File: config.mk
export PLATFORM = sky130hd
export DESIGN_NAME = psd_front
export DESIGN_NICKNAME = d
export VERILOG_FILES = /design/src/sv/psd_pkg.sv /design/src/sv/psd_front.sv
export SDC_FILE = /design/constraint.sdc
export NUM_CORES = 2
export LEC_CHECK = 0
export ABC_AREA = 1
export BUFFER_PORTS_ARGS = -buffer_cell sky130_fd_sc_hd__clkbuf_2
export CAP_MARGIN = 10
export CELL_PAD_IN_SITES_DETAIL_PLACEMENT = 1
export CELL_PAD_IN_SITES_GLOBAL_PLACEMENT = 1
export CORE_MARGIN = 2
export CORE_UTILIZATION = 50
export CTS_CLUSTER_DIAMETER = 150
export DETAILED_ROUTE_END_ITERATION = 10
export GPL_TIMING_DRIVEN = 0
export HOLD_SLACK_MARGIN = 0.12
export PLACE_DENSITY = 0.9
export SLEW_MARGIN = 30
export SYNTH_ARGS = -nofsm -noshare
export SYNTH_HDL_FRONTEND = slang
export SYNTH_SLANG_ARGS = --single-unit
File: constraint.sdc
create_clock -name clk -period 7.4 [get_ports clk]
set_input_delay 1.11 -clock clk [delete_from_list [all_inputs] [get_ports clk]]
set_output_delay 1.11 -clock clk [all_outputs]
set_load 0.03 [all_outputs]
File: src/sv/psd_pkg.sv
// Shared constants and types for the point to segment squared distance block.
// No dependencies.
package psd_pkg;

	localparam int COORD_BITS_DEF = 16;
	localparam int FRAC_BITS_DEF  = 16;
	localparam int DIST_BITS      = 49;
	localparam int FIFO_DEPTH     = 4;

	typedef logic [1:0] region_t;

	localparam region_t REGION_START    = 2'd0;
	localparam region_t REGION_INTERIOR = 2'd1;
	localparam region_t REGION_END      = 2'd2;

endpackage

File: src/sv/psd_front.sv
// Front end: coordinate differences, dot and squared length, region classification.
// Uses psd_pkg. Feeds the word queue in front of psd_back.
module psd_front #(
	parameter int COORD_BITS = psd_pkg::COORD_BITS_DEF
) (
	input  logic                          clk,
	input  logic                          arst_n,
	input  logic                          in_valid,
	output logic                          in_stall,
	input  logic signed [COORD_BITS-1:0]  point_x,
	input  logic signed [COORD_BITS-1:0]  point_y,
	input  logic signed [COORD_BITS-1:0]  start_x,
	input  logic signed [COORD_BITS-1:0]  start_y,
	input  logic signed [COORD_BITS-1:0]  end_x,
	input  logic signed [COORD_BITS-1:0]  end_y,
	input  logic                          q_full,
	output logic                          q_push,
	output logic signed [COORD_BITS:0]    f_a,
	output logic signed [COORD_BITS:0]    f_b,
	output logic signed [COORD_BITS:0]    f_c,
	output logic signed [COORD_BITS:0]    f_d,
	output logic [2*COORD_BITS+1:0]       f_rem,
	output logic [2*COORD_BITS+1:0]       f_len,
	output psd_pkg::region_t              f_region,
	output logic                          f_full
);

	localparam int AW = COORD_BITS + 1;
	localparam int PW = 2 * COORD_BITS + 2;

	logic fe;

	logic                 v_s1, v_s2, v_s3;
	logic signed [AW-1:0] a_s1, b_s1, c_s1, d_s1;
	logic signed [AW-1:0] a_s2, b_s2, c_s2, d_s2;
	logic signed [PW-1:0] ac_s2, bd_s2, cc_s2, dd_s2;
	logic signed [AW-1:0] a_s3, b_s3, c_s3, d_s3;
	logic signed [PW:0]   dot_s3;
	logic [PW-1:0]        len_s3;

	logic dot_neg, len_zero, dot_gt;

	assign fe       = !q_full;
	assign in_stall = q_full;

	always_ff @(posedge clk or negedge arst_n) begin
		if (!arst_n) begin
			v_s1 <= 1'b0;
			v_s2 <= 1'b0;
			v_s3 <= 1'b0;
		end else if (fe) begin
			v_s1 <= in_valid;
			v_s2 <= v_s1;
			v_s3 <= v_s2;
		end
	end

	always_ff @(posedge clk) begin
		if (fe) begin
			a_s1 <= AW'(point_x) - AW'(start_x);
			b_s1 <= AW'(point_y) - AW'(start_y);
			c_s1 <= AW'(end_x) - AW'(start_x);
			d_s1 <= AW'(end_y) - AW'(start_y);

			ac_s2 <= a_s1 * c_s1;
			bd_s2 <= b_s1 * d_s1;
			cc_s2 <= c_s1 * c_s1;
			dd_s2 <= d_s1 * d_s1;
			a_s2  <= a_s1;
			b_s2  <= b_s1;
			c_s2  <= c_s1;
			d_s2  <= d_s1;

			dot_s3 <= (PW + 1)'(ac_s2) + (PW + 1)'(bd_s2);
			len_s3 <= cc_s2[PW-1:0] + dd_s2[PW-1:0];
			a_s3   <= a_s2;
			b_s3   <= b_s2;
			c_s3   <= c_s2;
			d_s3   <= d_s2;
		end
	end

	assign dot_neg  = dot_s3[PW];
	assign len_zero = (len_s3 == '0);
	assign dot_gt   = !dot_neg && (dot_s3[PW-1:0] > len_s3);

	always_comb begin
		if (len_zero || dot_neg) begin
			f_region = psd_pkg::REGION_START;
		end else if (dot_gt) begin
			f_region = psd_pkg::REGION_END;
		end else begin
			f_region = psd_pkg::REGION_INTERIOR;
		end
	end

	assign f_full = (dot_s3[PW-1:0] == len_s3);
	assign f_rem  = dot_s3[PW-1:0];
	assign f_len  = len_s3;
	assign f_a    = a_s3;
	assign f_b    = b_s3;
	assign f_c    = c_s3;
	assign f_d    = d_s3;
	assign q_push = fe && v_s3;

endmodule

==> impl_metrics.yaml <==
worst_setup_path:
  timing.reg2reg.worst_path_depth: 20
  timing.reg2reg.setup_slack_ps: 30
  worst_setup_path_startpoint: "d_s1[3]"
  r2r-end: "bd_s2[30]"
  critical_path_start_end_classification: "flop to flop"
  critPathCaptureType: "flop"
  timing.critical_path.fanout_max: 10
  critical_path_arrival_ps: 7720
  critical_path.endpoint: "bd_s2[30]"
  regToRegStartpoint: "d_s1[3]"
  cp_data_required_time_ps: 7750
  worst_setup_path_start_kind: "flop"
floorplanning:
  die_w_um: 366
  num_rows: 132
  start_util_pct: 50.5
  core-area_sq_um: 130000
  design.portCount: 241
  fp.dieArea_sq_um: 134000
  die_h_um: 366
timing:
  finalWorstPathRequiredPeriod_ps: 7370
  timing_hold_violations_final: 0
  worst_clock_skew_ps: 28.8
  final_critical_path_setup_slack_ps: 35.0
  unrepaired_setup_endpoints_after_global_routing: "true"
  max_clock_freq_mhz: 136
  totalNegativeSetupSlack_ps: 0
  final_number_of_max_transition_violations: 0
  share_of_the_clock_period_used_by_the_worst_path_pct: 99.5
  worst_margin_pin_slew_ps: 1100
  report.final.setup_viol: 0
  timing.max_slew.rel_slack_pct: 26.5
cts:
  cts_max_level: 2
  worst_skew_pair.late_latency_ps: 680
  holdBufCountCts: 0
  cts.clk_slew.worst_paths_ps: 60
  tritoncts_clock_tree: "built"
  clock-root-buffer: "sky130_fd_sc_hd__clkbuf_16"
  cts_num_sinks: 408
  cts.path.max_buffers: 3
  cts_made_buffers: 49
placed_design:
  dp.final_hpwl_mm: 202
  gp_routability_congestion: 0.991
  instance_count_after_placement_with_tap_cells_included: 9736
  io_buffers: 240
  place_ws_ps: -680
synthesis:
  netlist.area_leader.share_pct: 34.5
  synth_compound_area_share_pct: 4.47
  muxShareOfSynthArea_pct: 0
  ys_seq_elements: 408
  ys_top_cells_by_count: "sky130_fd_sc_hd__inv_1, sky130_fd_sc_hd__nand2_1, sky130_fd_sc_hd__fa_1"
  synth_cells: 7740
  syn_warnings: 0
  synth_sequential_area_ratio_pct: 18.7
  main_combinational_cell_family_by_area_after_synthesis: "adder cells"
  synth_area_per_cell_sq_um: 8.46
  yosys_most_used_dff: "sky130_fd_sc_hd__edfxtp_1"
  yosys.area_share.xor_xnor_pct: 2.61
  synth.distinct_cells: 44
  synth.largest_area_cell: "sky130_fd_sc_hd__fa_1"
  synth_fp_nets: 9489
  post-synth-top-count-cell: "sky130_fd_sc_hd__inv_1"
  post_synth_and_or_nand_nor_area_fraction_pct: 16.1
  adder_cell_share_of_the_synthesized_area_pct: 44.4
  synthesis.area_sq_um: 65500
  synthTopCellsByArea: "sky130_fd_sc_hd__fa_1, sky130_fd_sc_hd__edfxtp_1, sky130_fd_sc_hd__inv_1"
  synth-edff-count: 405
  postSynth.asyncResetShare_pct: 0.735
routing:
  detail_route.vias_per_cell: 5.53
  vias: 54400
  postRouteAntennaNets: 0
  detail_route.first_pass.iterations: 5
  remaining_design_rule_violation_count: 0
  drt_wl_total_mm: 236
  wl_per_cell_um: 24.0
  first_iter_violations: 4315
global_routing:
  pin_count_of_the_biggest_net_entering_global_routing: 35
  number_of_antenna_violations_at_the_first_check_in_global_routing: 8
  first_global_vias: 61900
  grt_use_total_pct: 35.7
  grt-ovfl-total: 0
  grt_first_pass_wirelength_mm: 362
cells_and_area:
  areaGrowthSynthToFinish_pct: 8.58
  drive_above_1_share_pct: 6.38
  finished_layout_cells: 9834
  design.final.nets: 9799
run_status:
  result_of_the_run: "complete, no violations"
min_path:
  hp-class: "input pin to asynchronous set/reset pin"
run:
  drv_cap: 0
## state kept, by name, summed over array words and instances (netlist names), 32 cells and up
name / cells
bd_s2: 34
cc_s2: 32
dot_s3: 35
f_len: 34
ac_s2: 34
dd_s2: 32
## final cells by class
class,instances,area [sq um]
multi-input combinational,4978,44400
fill,15800,58700
tap,1742,2180
buffer,239,1120
timing repair buffer,264,1580
clock inverter,35,483
antenna,5,12.5
clock buffer,53,1240
inverter,2110,7930
sequential,408,12200
## per-stage QoR
| stage | util, % | area (sq um) | hold WS (ps) |
|---|---|---|---|
| 2_1_floorplan | - | 65500 | 400 |
| 3_3_place_gp | 53.1 | 68900 | 400 |
| 3_5_place_dp | 53.3 | 69200 | 405 |
| 4_1_cts | 54.7 | 71000 | 219 |
| 5_1_grt | 54.8 | 71100 | 240 |
| 6_report | 54.8 | 71100 | 251 |
## placed cells by master, fill, tap and decap left out, types with 6 or more instances in the layout
cell	synthesis	final
sky130_fd_sc_hd__xor2_1	153	152
sky130_fd_sc_hd__a21boi_0	6	6
sky130_fd_sc_hd__nand3_1	229	229
sky130_fd_sc_hd__fa_2	0	6
sky130_fd_sc_hd__o21ai_1	8	8
sky130_fd_sc_hd__clkinv_2	0	7
sky130_fd_sc_hd__nand2_2	13	13
sky130_fd_sc_hd__a31oi_1	7	7
sky130_fd_sc_hd__fa_1	1128	1122
sky130_fd_sc_hd__bufinv_16	0	8
sky130_fd_sc_hd__nand4_1	66	66
sky130_fd_sc_hd__a21oi_1	277	272
sky130_fd_sc_hd__edfxtp_1	405	405
sky130_fd_sc_hd__xnor2_1	42	42
sky130_fd_sc_hd__nor3_1	46	46
sky130_fd_sc_hd__nand3b_1	18	18
sky130_fd_sc_hd__inv_1	2109	2107
sky130_fd_sc_hd__nor3_2	10	10
sky130_fd_sc_hd__nor4_1	13	13
sky130_fd_sc_hd__nand2_1	1806	1806
sky130_fd_sc_hd__clkbuf_1	208	142
sky130_fd_sc_hd__a21o_1	19	19
sky130_fd_sc_hd__ha_1	521	521
sky130_fd_sc_hd__buf_12	0	11
sky130_fd_sc_hd__o21a_1	10	10
sky130_fd_sc_hd__o211ai_1	8	8
sky130_fd_sc_hd__buf_4	35	45
sky130_fd_sc_hd__nor2_1	369	369
sky130_fd_sc_hd__or2_2	23	23
sky130_fd_sc_hd__clkbuf_16	0	49
sky130_fd_sc_hd__o21ai_0	139	139
sky130_fd_sc_hd__o21bai_1	38	38
sky130_fd_sc_hd__a21oi_2	1	6
sky130_fd_sc_hd__clkbuf_2	0	298
## routing by layer
metal	up-vias	GRT usage, %	routed length [um]
met5	-	0	161
met4	12	19.2	14600
met3	729	8.44	21700
met2	2437	58.6	111000
met1	27600	43.7	89000
li1	23600	-	-
## how the worst min path moves through the flow
stage               startpoint  depth (start not counted)       to
finish                  arst_n                          1     v_s3
global route            arst_n                          1     v_s1
CTS                     arst_n                          1     v_s3
global placement       d_s2[4]                          0   f_d[4]
detailed placement    b_s2[12]                          0  f_b[12]
floorplan              a_s2[0]                          0   f_a[0]
## worst max-delay path, stage by stage, from the launching register on
cell and delay [ps]:
sky130_fd_sc_hd__edfxtp_1 580, sky130_fd_sc_hd__buf_1 460, sky130_fd_sc_hd__clkbuf_2 450, sky130_fd_sc_hd__nand2_1 160, sky130_fd_sc_hd__inv_1 110, sky130_fd_sc_hd__fa_1 540, sky130_fd_sc_hd__fa_2 740, sky130_fd_sc_hd__fa_1 500
sky130_fd_sc_hd__fa_1 540, sky130_fd_sc_hd__fa_1 520, sky130_fd_sc_hd__inv_1 70, sky130_fd_sc_hd__fa_1 490, sky130_fd_sc_hd__inv_1 60, sky130_fd_sc_hd__ha_1 560, sky130_fd_sc_hd__nand2_1 220, sky130_fd_sc_hd__nor2_1 150
sky130_fd_sc_hd__inv_1 80, sky130_fd_sc_hd__nor3_1 270, sky130_fd_sc_hd__nand3_1 190, sky130_fd_sc_hd__nand3_1 120, sky130_fd_sc_hd__nand2_1 220
## logic make-up after synthesis
logic type / after synthesis
adders and majority gates: 1649
buffers and inverters: 2354
DFF: 408
AOI/OAI and AO/OA: 530
xor gates and xnor gates: 195
and+or+nand+nor: 2604
## timing repair
item	in CTS	in global routing
setup buffers	2	8
pin swaps	0	1
resized for setup	25	102
setup endpoints to repair	50	48
Power is not shown: default switching activity piles up to over one toggle a cycle in this logic, so the estimate is an artifact.
