==> config.mk <==
export PLATFORM = sky130hd
export DESIGN_NAME = psd_fifo
export DESIGN_NICKNAME = d
export VERILOG_FILES = /design/src/sv/psd_pkg.sv /design/src/sv/psd_fifo.sv
export SDC_FILE = /design/constraint.sdc
export NUM_CORES = 1
export LEC_CHECK = 0
export BUFFER_PORTS_ARGS = -buffer_cell sky130_fd_sc_hd__buf_2
export CORE_MARGIN = 3
export CORE_UTILIZATION = 43
export CTS_BUF_LIST = sky130_fd_sc_hd__clkbuf_4 sky130_fd_sc_hd__clkbuf_8
export DETAILED_ROUTE_END_ITERATION = 7
export MAX_ROUTING_LAYER = met4
export PLACE_DENSITY = 0.63
export SETUP_SLACK_MARGIN = 0.5
export SLEW_MARGIN = 20
export SYNTH_ARGS = -nofsm -noshare
export SYNTH_HDL_FRONTEND = slang
export SYNTH_SLANG_ARGS = --single-unit
==> constraint.sdc <==
create_clock -name clk -period 1.6 [get_ports clk]
set_input_delay 0.08 -clock clk [delete_from_list [all_inputs] [get_ports clk]]
set_output_delay 0.08 -clock clk [all_outputs]
set_load 0.1 [all_outputs]
==> src/sv/psd_pkg.sv <==
// Shared constants and types for the point to segment squared distance block.
// No dependencies.
package psd_pkg;

	localparam int COORD_BITS_DEF = 16;
	localparam int FRAC_BITS_DEF  = 16;
	localparam int DIST_BITS      = 49;
	localparam int FIFO_DEPTH     = 4;

	typedef logic [1:0] region_t;

	localparam region_t REGION_START    = 2'd0;
	localparam region_t REGION_INTERIOR = 2'd1;
	localparam region_t REGION_END      = 2'd2;

endpackage

==> src/sv/psd_fifo.sv <==
// Small word queue between front and back ends, register array storage.
// Uses psd_pkg for nothing beyond the default depth handed in by the top level.
module psd_fifo #(
	parameter int WIDTH = 8,
	parameter int DEPTH = psd_pkg::FIFO_DEPTH
) (
	input  logic             clk,
	input  logic             arst_n,
	input  logic             push,
	input  logic [WIDTH-1:0] wdata,
	output logic             full,
	input  logic             pop,
	output logic [WIDTH-1:0] rdata,
	output logic             empty
);

	localparam int PTRW = (DEPTH > 1) ? $clog2(DEPTH) : 1;
	localparam int CW   = $clog2(DEPTH + 1);

	logic [WIDTH-1:0] mem_q [DEPTH];
	logic [PTRW-1:0]  wr_ptr_q, rd_ptr_q;
	logic [CW-1:0]    count_q;

	assign full  = (count_q == CW'(DEPTH));
	assign empty = (count_q == '0);
	assign rdata = mem_q[rd_ptr_q];

	always_ff @(posedge clk) begin
		if (push) begin
			mem_q[wr_ptr_q] <= wdata;
		end
	end

	always_ff @(posedge clk or negedge arst_n) begin
		if (!arst_n) begin
			wr_ptr_q <= '0;
			rd_ptr_q <= '0;
			count_q  <= '0;
		end else begin
			if (push) begin
				wr_ptr_q <= (wr_ptr_q == PTRW'(DEPTH - 1)) ? '0 : wr_ptr_q + 1'b1;
			end
			if (pop) begin
				rd_ptr_q <= (rd_ptr_q == PTRW'(DEPTH - 1)) ? '0 : rd_ptr_q + 1'b1;
			end
			if (push && !pop) begin
				count_q <= count_q + 1'b1;
			end else if (pop && !push) begin
				count_q <= count_q - 1'b1;
			end
		end
	end

endmodule

==> results of run 1 <==
worst max-delay path, stage by stage (launching register included):
cell	delay, ns
dfrtp_1	0.39
buf_4	0.16
mux4_2	0.51
buf_6	0.20
cells in the final DEF (no fill, tap or decap), drive strengths merged:
cell	n
ha	6
fa	1
inv	6
dlygate4sd3	9
mux2	3
nand2	1
clkbuf	5
edfxtp	32
mux4	8
nor2	2
bufinv	1
and2	4
buf	30
nor3b	1
xnor2	1
dfrtp	7
o21ai	2
clkinv	1
nand3	1
xor2	2
nor3	1
synth_stat cells:
cell type / number
edfxtp_1: 32
mux4_2: 8
dfrtp_1: 7
ha_1: 6
inv_1: 5
and2_1: 4
mux2_2: 3
nor2_1: 2
o21ai_0: 2
xor2_1: 2
buf_2: 1
buf_6: 1
fa_1: 1
nand2_1: 1
nand3_1: 1
nor3_1: 1
nor3b_1: 1
xnor2_1: 1
registers in the layout, summed over array words and instances, names as in the netlist:
| signal | count |
|---|---|
| mem_q | 32 |
| count_q | 3 |
| rd_ptr_q | 2 |
| wr_ptr_q | 2 |
routing by layer:
| layer | global-route usage [%] | vias up | share of wire [%] | wire, µm |
|---|---|---|---|---|
| met2 | 20.9 | 22 | 54 | 1400 |
| met1 | 16.9 | 405 | 41 | 1050 |
| met3 | 5.10 | 0 | 4.7 | 121 |
| met4 | 6.09 | 0 | 0 | 0 |
| met5 | - | - | 0 | 0 |
| li1 | - | 391 | - | - |
final timing paths:
| kind | from | endpoint | slack [ns] | cells past startpoint |
|---|---|---|---|---|
| max | rd_ptr_q[0] | rdata[2] | -0.09 | 3 |
| min | push | wr_ptr_q[0] | 0.004 | 2 |
| max reg2reg | count_q[1] | count_q[2] | 0.26 | 4 |
| min reg2reg | count_q[2] | count_q[2] | 0.65 | 2 |
| max in group asynchronous | arst_n | count_q[0] | 1.32 | 2 |
| min in group asynchronous | arst_n | rd_ptr_q[0] | 0.08 | 2 |
what timing repair did:
item,CTS,global route
pin swaps,3,2
setup buffers,3,4
setup endpoints to repair,46,47
gates resized for setup,36,7
endpoints found under the hold margin,39,0
hold buffers,9,0
metrics by stage:
step	utilization, %	setup slack, ns	area [µm²]
4_1_cts	60.9	-0.115	2080
5_1_grt	63.0	-0.175	2150
3_3_place_gp	51.8	0.206	1770
6_report	63.0	-0.0934	2150
3_5_place_dp	51.8	0.170	1770
2_1_floorplan	-	0.214	1610
layout make-up:
type                            instances  area (µm²)
Multi-Input combinational cell         33         490
Clock buffer                            5        37.5
Timing Repair Buffer                   39         355
Inverter                                5        21.3
Sequential cell                        39        1140
Tap cell                               46        57.6
Fill cell                             260        1260
Clock inverter                          3        47.5
cells by family (layout without fill, tap and decap cells):
logic type               after synthesis  after routing  share of synthesized area [%]
adder cells (fa/ha/maj)                7              7                           6.06
buffers and inverters                  7             52                           2.23
flip-flops                            39             39                           72.4
AND/OR/NAND/NOR                       10             10                           3.43
AO/OA/AOI/OAI                          2              2                          0.637
multiplexers                          11             11                           13.6
XOR/XNOR                               3              3                           1.67
==> metrics.txt, run 1 <==
DR iter-0 viols 23; Crit. End Element output pin; final hold slack 0.00360 ns; arrival time worst endpoint 1.61 ns; synthesized net count 98; first-pass GRT wire length 4.17 mm; final slew viol count 0; outcome complete, but fails checks; gr usage total 13.9%; Clk Latency, worst-skew pair 0.34 ns; RSZ-0062 raised after global routing yes; Final Wtd Congestion 0.661; Crit Path Max Fanout 4; Area Overhead vs Synth 37.0%; DR pass1 iterations 4; initial antenna violation count 0; Routed wire per std cell 15.2 µm; total CTS buffers 5; final setup violation count 8; Yosys top cell by area edfxtp_1; Starting Density 46.0%; Tightest Hold Check Type primary input to flip-flop; clock skew 0.00725 ns; DIE WIDTH 66.4 µm; failing checks setup timing; Mapped Area 1570 µm²; Root Driver clkbuf_4; I/O pin count 22; ANT nets after route 0; post-synthesis instance total 79; minimum clock period 1.69 ns; hpwl dp 1.65 mm; final count of hold timing violations 0; Worst setup SP type flip-flop; non-filler cells, final 170; NumNets Final 142; top cell type's share of synthesized area 61.2%; clock sink count 39; top post-synthesis cells by area edfxtp_1 61%, mux4_2 11%, dfrtp_1 11%, ha_1 4.8%, mux2_2 2.2%; Critical Path RT 1.52 ns; Clock transition at path regs 0.13 ns; vias in the first global route 856; placed cell count 146; Final period util 106%; Highest Clock Rate 591 MHz; antenna cells 0; Vias 818; total of max-cap violations 0; setup TNS -0.659 ns; sequential area share after synthesis 72.4%; row count 21; DIE HEIGHT 66.4 µm; FF+latch count, synth 39; IO Port Bufs 21; Setup WS post-layout -0.0934 ns; via-per-instance ratio 4.81; H-tree depth 2; pin count of the biggest net entering global routing 15; count of cell types in the netlist 18; CP Class flip-flop to output pin; Residual DRC 0; worst slew pin tran 0.256 ns; syn_area_per_cell 19.9 µm²; CTS tree built; YS warnings 0; share of layout cells above drive strength 1 54.0%; die area 4410 µm²; clock tree buffer depth 2; Core ar. 3420 µm²; Max-slew headroom 82.9%; global route overflow 0; final wirelength 2.58 mm
Power of run 1 is not shown: default switching activity piles up to over one toggle a cycle in this logic, so the estimate is an artifact.
==> inputs of run 2 (changes only) <==
- ABC_AREA: unset -> 1
- PLACE_DENSITY: 0.63 -> 0.62
- SETUP_SLACK_MARGIN: 0.5 -> 0.02
==> metrics.txt, run 2 <==
outcome complete, no violations; FF+latch count, synth 39; count of cell types in the netlist 17; Mapped Area 1700 µm²; asr flop ratio synth 17.9%; DR pass1 iterations 4; Clk Latency, worst-skew pair 0.28 ns; Worst setup SP type flip-flop; first-pass GRT wire length 4.89 mm; worst slew pin tran 0.486 ns; Crit. End Element output pin; number of synthesized flops with an enable pin 32; CP Class flip-flop to output pin; multiplexer share of the synthesized area 0%; Synth Area in Adders 5.58%; Multi-input gate area 427 µm²; Reg area 1140 µm²; DIE WIDTH 68.9 µm; clock sink count 39; die area 4750 µm²; non-filler cells, final 221; CP Cell Sequence clkinv_4 -> o211ai_1 -> nand2_1 -> buf_12; syn_area_per_cell 11.8 µm²; Post-DP Area 1960 µm²; IO Port Bufs 21; Critical Path RT 1.52 ns; post-synthesis instance total 144; final hold slack 0.0168 ns; Yosys top cell by area edfxtp_1; crit-path max cell delay 0.45 ns; RSZ-0062 raised after global routing yes; Clock transition at path regs 0.07 ns; via-per-instance ratio 4.91; Final Instance Area 2090 µm²; register with the most flip-flops mem_q; main combinational cell family by area after synthesis simple AND/OR/NAND/NOR gates; antenna cells 0; NumNets Final 191; Top Registers mem_q: 32 flops, count_q: 3 flops; crit path buf inv count 2; Starting Density 45.5%; Compound-Gate Fraction of Synth Area 8.52%; Residual DRC 0; Routed wire per std cell 13.5 µm; reg2reg end mem_q[1][6]; final count of hold timing violations 0; Slowest-stage cell, CP dfrtp_2; Max-slew headroom 67.8%; vias in the first global route 1046; Hold EP mem_q[3][6]; hold path depth 1; top cell type's share of synthesized area 56.4%; Setup Buffers After CTS 0; row count 22; total of max-cap violations 0; H-tree depth 2; hpwl dp 2.06 mm; Main synth FF type edfxtp_1; CTS tree built; clock skew 0.00502 ns; Hold Startpoint wdata[6]; r2r setup slk 0.25 ns; placed cell count 210; I/O pin count 22; sequential area share after synthesis 66.7%; clock tree buffer depth 2; Tightest Hold Check Type primary input to flip-flop; ANT nets after route 0; pin count of the biggest net entering global routing 34; DIE HEIGHT 68.9 µm; minimum clock period 1.48 ns; commonest non-fill, non-tap cell in the layout nand2_1; arrival time worst endpoint 1.40 ns; Final Wtd Congestion 0.759; total CTS buffers 5; commonest non-fill, non-tap cells in the layout 38 x nand2_1, 32 x edfxtp_1, 27 x inv_1, 16 x o211ai_1, 13 x buf_2; final wirelength 2.98 mm; final slew viol count 0; Crit Path Max Fanout 17; top post-synthesis cells by area edfxtp_1 56%, dfrtp_1 10%, nand2_1 8.4%, o211ai_1 7.1%, inv_1 6.0%; initial antenna violation count 0; worst reg-to-reg path cell count 4; Final period util 92.6%; Fillers 338; share of layout cells above drive strength 1 21.4%; Vias 1085; final setup violation count 0; Core ar. 3740 µm²; gr usage total 15.5%; top-count cell post-synth nand2_1; Reg-to-Reg Start wr_ptr_q[1]; XOR/XNOR share of the synthesized area 0.514%; synthesized net count 163; Highest Clock Rate 675 MHz; Simple-Gate Fraction of Synth Area 9.85%; Root Driver clkbuf_8; CP delay by family, top flip-flops; Largest register FFs 32; YS warnings 0; global route overflow 0; DR iter-0 viols 43; Area Overhead vs Synth 22.7%; Post-synth top cells 38 x nand2_1, 32 x edfxtp_1, 27 x inv_1
==> run 2: cell count changes after synthesis, moves of 3 or more <==
cell and change:
nand2_1 +37, inv_1 +22, o211ai_1 +16, mux4_2 -8
and2_1 -4, mux2_2 -3
==> run 2: worst register-to-register path, stage by stage, from the launching register on <==
cell and delay [ns]:
dfrtp_1 0.40, inv_1 0.10, ha_1 0.15, nand2_1 0.05, inv_1 0.30
==> run 2: logic make-up after synthesis <==
kind of cell	after synthesis
and+or+nand+nor	43
DFF	39
buffers and inverters	33
AOI/OAI and AO/OA	21
adders and majority gates	7
xor gates and xnor gates	1
==> run 2: cell type report <==
type                       instances  area share, %
timing repair inverter             1          0.299
timing repair buffer              24           12.1
inverter                          29           5.57
clock inverter                     1          0.240
tap                               48           2.87
sequential                        39           54.5
clock buffer                       7           4.01
multi-input combinational         72           20.4
==> run 2: what timing repair did <==
action	in CTS	in global routing
endpoints found under the setup margin	8	8
gates cloned	0	1
hold endpoints to repair	7	4
hold buffers	1	1
resized for setup	1	6
==> run 2: metrics by stage <==
stage,util [%],TNS (ns),setup WS (ns)
2_1_floorplan,-,-0.246,-0.133
3_3_place_gp,52.5,0,0.278
3_5_place_dp,52.5,0,0.208
4_1_cts,55.2,0,0.0262
5_1_grt,55.8,0,0.00719
6_report,55.8,0,0.119
==> run 2: worst max path at each step <==
| stage | startpoint | end | slack [ns] | cells past startpoint |
|---|---|---|---|---|
| after global routing | rd_ptr_q[0] | rdata[1] | 0.007 | 4 |
| after CTS | rd_ptr_q[0] | rdata[5] | 0.03 | 5 |
| after global placement | rd_ptr_q[0] | rdata[0] | 0.28 | 5 |
| after floorplan | count_q[1] | full | -0.13 | 1 |
| final | rd_ptr_q[0] | rdata[5] | 0.12 | 4 |
| after detailed placement | rd_ptr_q[0] | rdata[5] | 0.21 | 5 |
==> run 2: layer usage <==
layer  share of wire [%]  global-route usage, %  up-vias
met5                   0                      -        -
met3                 5.4                   5.35        6
met4                 1.9                   7.06        0
li1                    -                      -      540
met2                  48                   24.9       22
met1                  45                   17.5      517
Power of run 2 is left out for the same reason.
